--- src/design/tsfg_pkg.sv ---
`timescale 1ns / 1ps
`default_nettype none
// ----------------------------------------------------------------------------
// tsfg_pkg
// Shared widths, codes and divider request types for the star field block.
// ----------------------------------------------------------------------------
package tsfg_pkg;

	localparam int DATA_W    = 32;
	localparam int DIV_W     = 12;
	localparam int ACTION_W  = 2;
	localparam int COLUMN_W  = 4;
	localparam int ROW_W     = 6;
	localparam int COLOR_W   = 24;
	localparam int LEVEL_W   = 8;
	localparam int DENSITY_W = 5;
	localparam int INT_W     = 9;
	localparam int NUM_W     = 23;
	localparam int CFG_IDX_W = 3;

	// pixel grid, a power of two on each axis
	localparam int COLUMNS = 1 << COLUMN_W;
	localparam int ROWS    = 1 << ROW_W;

	localparam logic [ACTION_W-1:0] ACT_START = 2'd0;
	localparam logic [ACTION_W-1:0] ACT_TICK  = 2'd1;
	localparam logic [ACTION_W-1:0] ACT_QUERY = 2'd2;
	localparam logic [ACTION_W-1:0] ACT_NONE  = 2'd3;

	localparam logic [CFG_IDX_W-1:0] REG_RED   = 3'd0;
	localparam logic [CFG_IDX_W-1:0] REG_GREEN = 3'd1;
	localparam logic [CFG_IDX_W-1:0] REG_BLUE  = 3'd2;
	localparam logic [CFG_IDX_W-1:0] REG_DENS  = 3'd3;
	localparam logic [CFG_IDX_W-1:0] REG_SPEED = 3'd4;
	localparam logic [CFG_IDX_W-1:0] REG_SEED  = 3'd5;

	localparam logic [DIV_W-1:0] LIFE_MIN  = 12'd500;
	localparam logic [DIV_W-1:0] LIFE_MAX  = 12'd4000;
	localparam logic [DIV_W-1:0] OFFS_SPAN = 12'd1500;
	localparam int               STARS_PER_DENSITY = 10;
	localparam logic [INT_W-1:0] INT_FULL  = 9'd256;
	localparam logic [NUM_W-1:0] RAMP_SCALE = 23'd1280;

	// r / 1500 = ((r >> 2) * OFFS_MAGIC) >> OFFS_SHIFT, exact for 32-bit r
	localparam int          OFFS_PROD_W = 61;
	localparam int          OFFS_SHIFT  = 39;
	localparam logic [30:0] OFFS_MAGIC  = 31'd1466015504;

	typedef struct packed {
		logic              go;
		logic [DATA_W-1:0] dividend;
		logic [DIV_W-1:0]  divisor;
	} div_req_t;

	typedef struct packed {
		logic              busy;
		logic              done;
		logic [DATA_W-1:0] quotient;
		logic [DIV_W-1:0]  remainder;
	} div_rsp_t;

endpackage
`default_nettype wire

--- src/design/tsfg_div.sv ---
`timescale 1ns / 1ps
`default_nettype none
// ----------------------------------------------------------------------------
// tsfg_div
// Radix-2 restoring divider, one quotient bit per cycle.
// ----------------------------------------------------------------------------
module tsfg_div (
	input  wire logic              clk,
	input  wire logic              arst_n,
	input  wire tsfg_pkg::div_req_t req,
	output tsfg_pkg::div_rsp_t      rsp
);
	import tsfg_pkg::*;

	logic              busy_q;
	logic              done_q;
	logic [4:0]        cnt_q;
	logic [DIV_W-1:0]  rem_q;
	logic [DATA_W-1:0] quo_q;
	logic [DIV_W-1:0]  dvs_q;

	logic [DIV_W:0] trial;
	logic [DIV_W:0] diff;
	logic           ge;

	assign trial = {rem_q, quo_q[DATA_W-1]};
	assign ge    = trial >= {1'b0, dvs_q};
	assign diff  = trial - {1'b0, dvs_q};

	always_ff @(posedge clk or negedge arst_n) begin
		if (!arst_n) begin
			busy_q <= 1'b0;
			done_q <= 1'b0;
			cnt_q  <= '0;
			rem_q  <= '0;
			quo_q  <= '0;
			dvs_q  <= '0;
		end else begin
			done_q <= 1'b0;
			if (req.go && !busy_q) begin
				busy_q <= 1'b1;
				cnt_q  <= 5'd31;
				rem_q  <= '0;
				quo_q  <= req.dividend;
				dvs_q  <= req.divisor;
			end else if (busy_q) begin
				rem_q <= ge ? diff[DIV_W-1:0] : trial[DIV_W-1:0];
				quo_q <= {quo_q[DATA_W-2:0], ge};
				cnt_q <= cnt_q - 5'd1;
				if (cnt_q == 5'd0) begin
					busy_q <= 1'b0;
					done_q <= 1'b1;
				end
			end
		end
	end

	assign rsp.busy      = busy_q;
	assign rsp.done      = done_q;
	assign rsp.quotient  = quo_q;
	assign rsp.remainder = rem_q;

endmodule
`default_nettype wire
--- config.mk ---
export PLATFORM = sky130hd
export DESIGN_NAME = tsfg_div
export DESIGN_NICKNAME = d
export VERILOG_FILES = /design/src/design/tsfg_pkg.sv /design/src/design/tsfg_div.sv
export SDC_FILE = /design/constraint.sdc
export NUM_CORES = 1
export LEC_CHECK = 0
export BUFFER_PORTS_ARGS = -buffer_cell sky130_fd_sc_hd__buf_4
export CELL_PAD_IN_SITES_DETAIL_PLACEMENT = 1
export CELL_PAD_IN_SITES_GLOBAL_PLACEMENT = 1
export CORE_MARGIN = 2
export CORE_UTILIZATION = 40
export DETAILED_ROUTE_END_ITERATION = 10
export GPL_TIMING_DRIVEN = 0
export PLACE_DENSITY = 0.88
export SLEW_MARGIN = 15
export SYNTH_ARGS = -nofsm -noshare
export SYNTH_HDL_FRONTEND = slang
export SYNTH_SLANG_ARGS = --single-unit
--- constraint.sdc ---
create_clock -name clk -period 2.9 [get_ports clk]
set_input_delay 0.435 -clock clk [delete_from_list [all_inputs] [get_ports clk]]
set_output_delay 0.435 -clock clk [all_outputs]
set_load 0.03 [all_outputs]
==> out/metrics.yaml <==
status: "finished, final reports clean"
p_int_mw: 3.42
die_area_sq_um: 9230
grt_max_degree: 64
coreArea_sq_um: 8220
synthMuxAreaShare: 0.0977
clk_pin_slew_ps: 80
met3WireLength_um: 455
hold_viol: 0
htree_levels: 3
syn_to_final_growth_pct: 30.5
grt_pass1_wl_mm: 15.5
synth_top_family_by_area: "compound AO/OA/AOI/OAI gates"
startpoint: "rem_q[6]$_DFFE_PN0P_"
drv_cap: 0
synth_xor_area_frac: 0.0284
startpoint_type: "flip-flop"
crit_end: "rem_q[8]$_DFFE_PN0P_"
setup_ws_ps: 350
top_layer: "met4"
power.switching_mw: 3.06
syn-cell-area_sq_um: 3390
whs_ps: 154
instances_no_fill: 556
ys_top_cells_by_area: "dfrtp_1, mux2i_1, o21ai_0"
dp_slack_ps: 459
synth-simple-area-share: 0.104
cts_buffer_depth: 2
post-cts-setup-buffers: 0
power_mw: 6.47
hold_class: "primary input to asynchronous set/reset pin"
num_vias: 2960
cts_buffers: 9
place_congestion: 0.829
root_buffer: "clkbuf_8"
synthAdderAreaFrac: 0.0575
grt.overflow.total: 0
period_minus_slack_ps: 2550
setup-violations-final: 0
r2r_cells: 8
fin_crit_sh: 0.879
avgSynthCellArea_sq_um: 9.89
cts_hold_buffers: 0
dieWidth_um: 96.1
start_util: 0.413
cp.arrival_ps: 2800
ys_seq_area_frac: 0.465
io_pins: 93
worst_pin_slew_ps: 819
setup_tns_ps: 0
crit_fanout: 10
dp_cells: 540
synthDistinctLibCells: 39
seq_power_share: 0.268
synth-compound-area-share: 0.184
cts_sinks: 63
rsz0062_at_grt: "no"
synth_cells: 343
synthFlopType: "dfrtp_1"
synthesis.nets: 405
fin_nets: 508
rr_startpoint: "rem_q[6]$_DFFE_PN0P_"
required_ps: 3150
dr_wl_met2_mm: 4.81
globalRouteTotalUtil: 0.219
combPwrFrac: 0.602
drtIter0Drc: 67
final_core_util: 0.539
io_buffers: 92
synth_edf_count: 0
dieHeight_um: 96.1
slew_violations: 0
fmax_mhz: 392
pwr-share-clk: 0.130
async_flop_share: 1.00
netlist.top_cell.by_area: "dfrtp_1"
grt_pass1_vias: 3134
dpl_cell_area_sq_um: 4210
diodes: 0
rrSetupSlack_ps: 350
cts_tree: "built"
r2r-end: "rem_q[8]$_DFFE_PN0P_"
fin_area_sq_um: 4430
routedWlPerCell_um: 17.4
worstSkewPairLatency_ps: 340
firstDrtPassIters: 5
leakage_nw: 2.20
dpl.hpwl_mm: 6.99
yosys.area.top_type_share: 0.465
viasPerCell: 5.32
finalClockSkew_ps: 9.95
maxSlewHeadroom: 0.454
powerDensity_nw_per_um2: 1460
ys_ff_latch: 63
antenna_found_initial: 0
sw_frac_of_total: 0.472
wl_met1_mm: 4.16
critical_path_class: "flip-flop to flip-flop"
drc: 0
cts_resized: 0
peakVddDrop_uv: 527
ant_nets: 0
row_count: 33
yosysWarnings: 0
drive_gt1_frac: 0.286
crit_path_end_kind: "flip-flop"
routed_wl_mm: 9.65
[cells by family after synthesis]
kind of cell,count (synthesis)
buffers and inverters,47
XOR/XNOR,11
AND/OR/NAND/NOR,83
adder cells (fa/ha/maj),15
flip-flops,63
AO/OA/AOI/OAI,91
multiplexers,33
[flip-flops by register name, summed over array words and instances, names as in the netlist]
signal / count
busy_q: 1
rem_q: 12
dvs_q: 12
done_q: 1
cnt_q: 5
quo_q: 32
[power by group through the flow]
| stage | logic, mW | clock network, mW | registers (mW) |
|---|---|---|---|
| after floorplan | 2.14 | 0 | 2.27 |
| after global placement | 3.71 | 0 | 1.73 |
| after detailed placement | 3.87 | 0 | 1.75 |
| after CTS | 3.91 | 0.853 | 1.74 |
| after global routing | 4.26 | 0.891 | 1.80 |
| final | 3.90 | 0.845 | 1.73 |
[synth_stat cells, drive strengths merged, types with 6 or more instances]
master and n:
dfrtp 63, nand2 56, o21ai 47, mux2i 32
inv 26, ha 14, a21oi 12, clkbuf 12
buf 9, o221ai 9, xor2 8, nor3 7
a21o 6
[how the worst min path moves through the flow]
stage | slack, ps | to | cells after the start
after detailed placement | 510 | quo_q[6]$_DFFE_PN0P_ | 2
after CTS | 210 | dvs_q[7]$_DFFE_PN0P_ | 1
after global routing | 230 | dvs_q[7]$_DFFE_PN0P_ | 1
final | 150 | dvs_q[7]$_DFFE_PN0P_ | 1
after global placement | 490 | quo_q[7]$_DFFE_PN0P_ | 2
after floorplan | 140 | busy_q$_DFF_PN0_ | 0
[worst max-delay path, stage by stage, from the launching register on]
cell and delay, ps:
dfrtp_1 430, ha_1 300, clkbuf_1 260, nand3_1 120
nor4_1 580, nor3_1 190, a21o_1 200, buf_4 200
o221ai_2 170
[metal layers]
layer / GRT usage / vias up
met1: 0.285 / 1460
li1: - / 1398
met5: 0 / -
met4: 0.0786 / 0
met2: 0.369 / 83
met3: 0.0368 / 19
[placed cells by master, fill, tap and decap left out, types with 2 or more instances in the layout]
cell type  count
nor2_1         5
nor3_1         7
nor4_1         2
and3_1         2
nand2_1       56
nand3_1        5
o21ai_0       46
nand2b_1       2
xor2_1         8
o221ai_2       9
or3_1          2
a211oi_1       2
buf_4         96
dfrtp_1       63
bufinv_16      2
clkinv_2       3
a311oi_1       2
ha_1          14
inv_1         26
a221o_1        2
a21o_1         5
clkbuf_1      13
a21oi_1       12
mux2i_1       32
a31oi_1        4
buf_6          3
buf_2          2
xnor2_1        3
clkbuf_8       9
[layout make-up]
type	instances	area, sq um
Buffer	21	119
Clock buffer	10	128
Clock inverter	6	83.8
Fill cell	958	3790
Inverter	26	97.6
Multi-Input combinational cell	233	1600
Sequential cell	63	1580
Tap cell	105	131
Timing Repair Buffer	92	691
No activity file was read; power rests on OpenSTA's default activity.
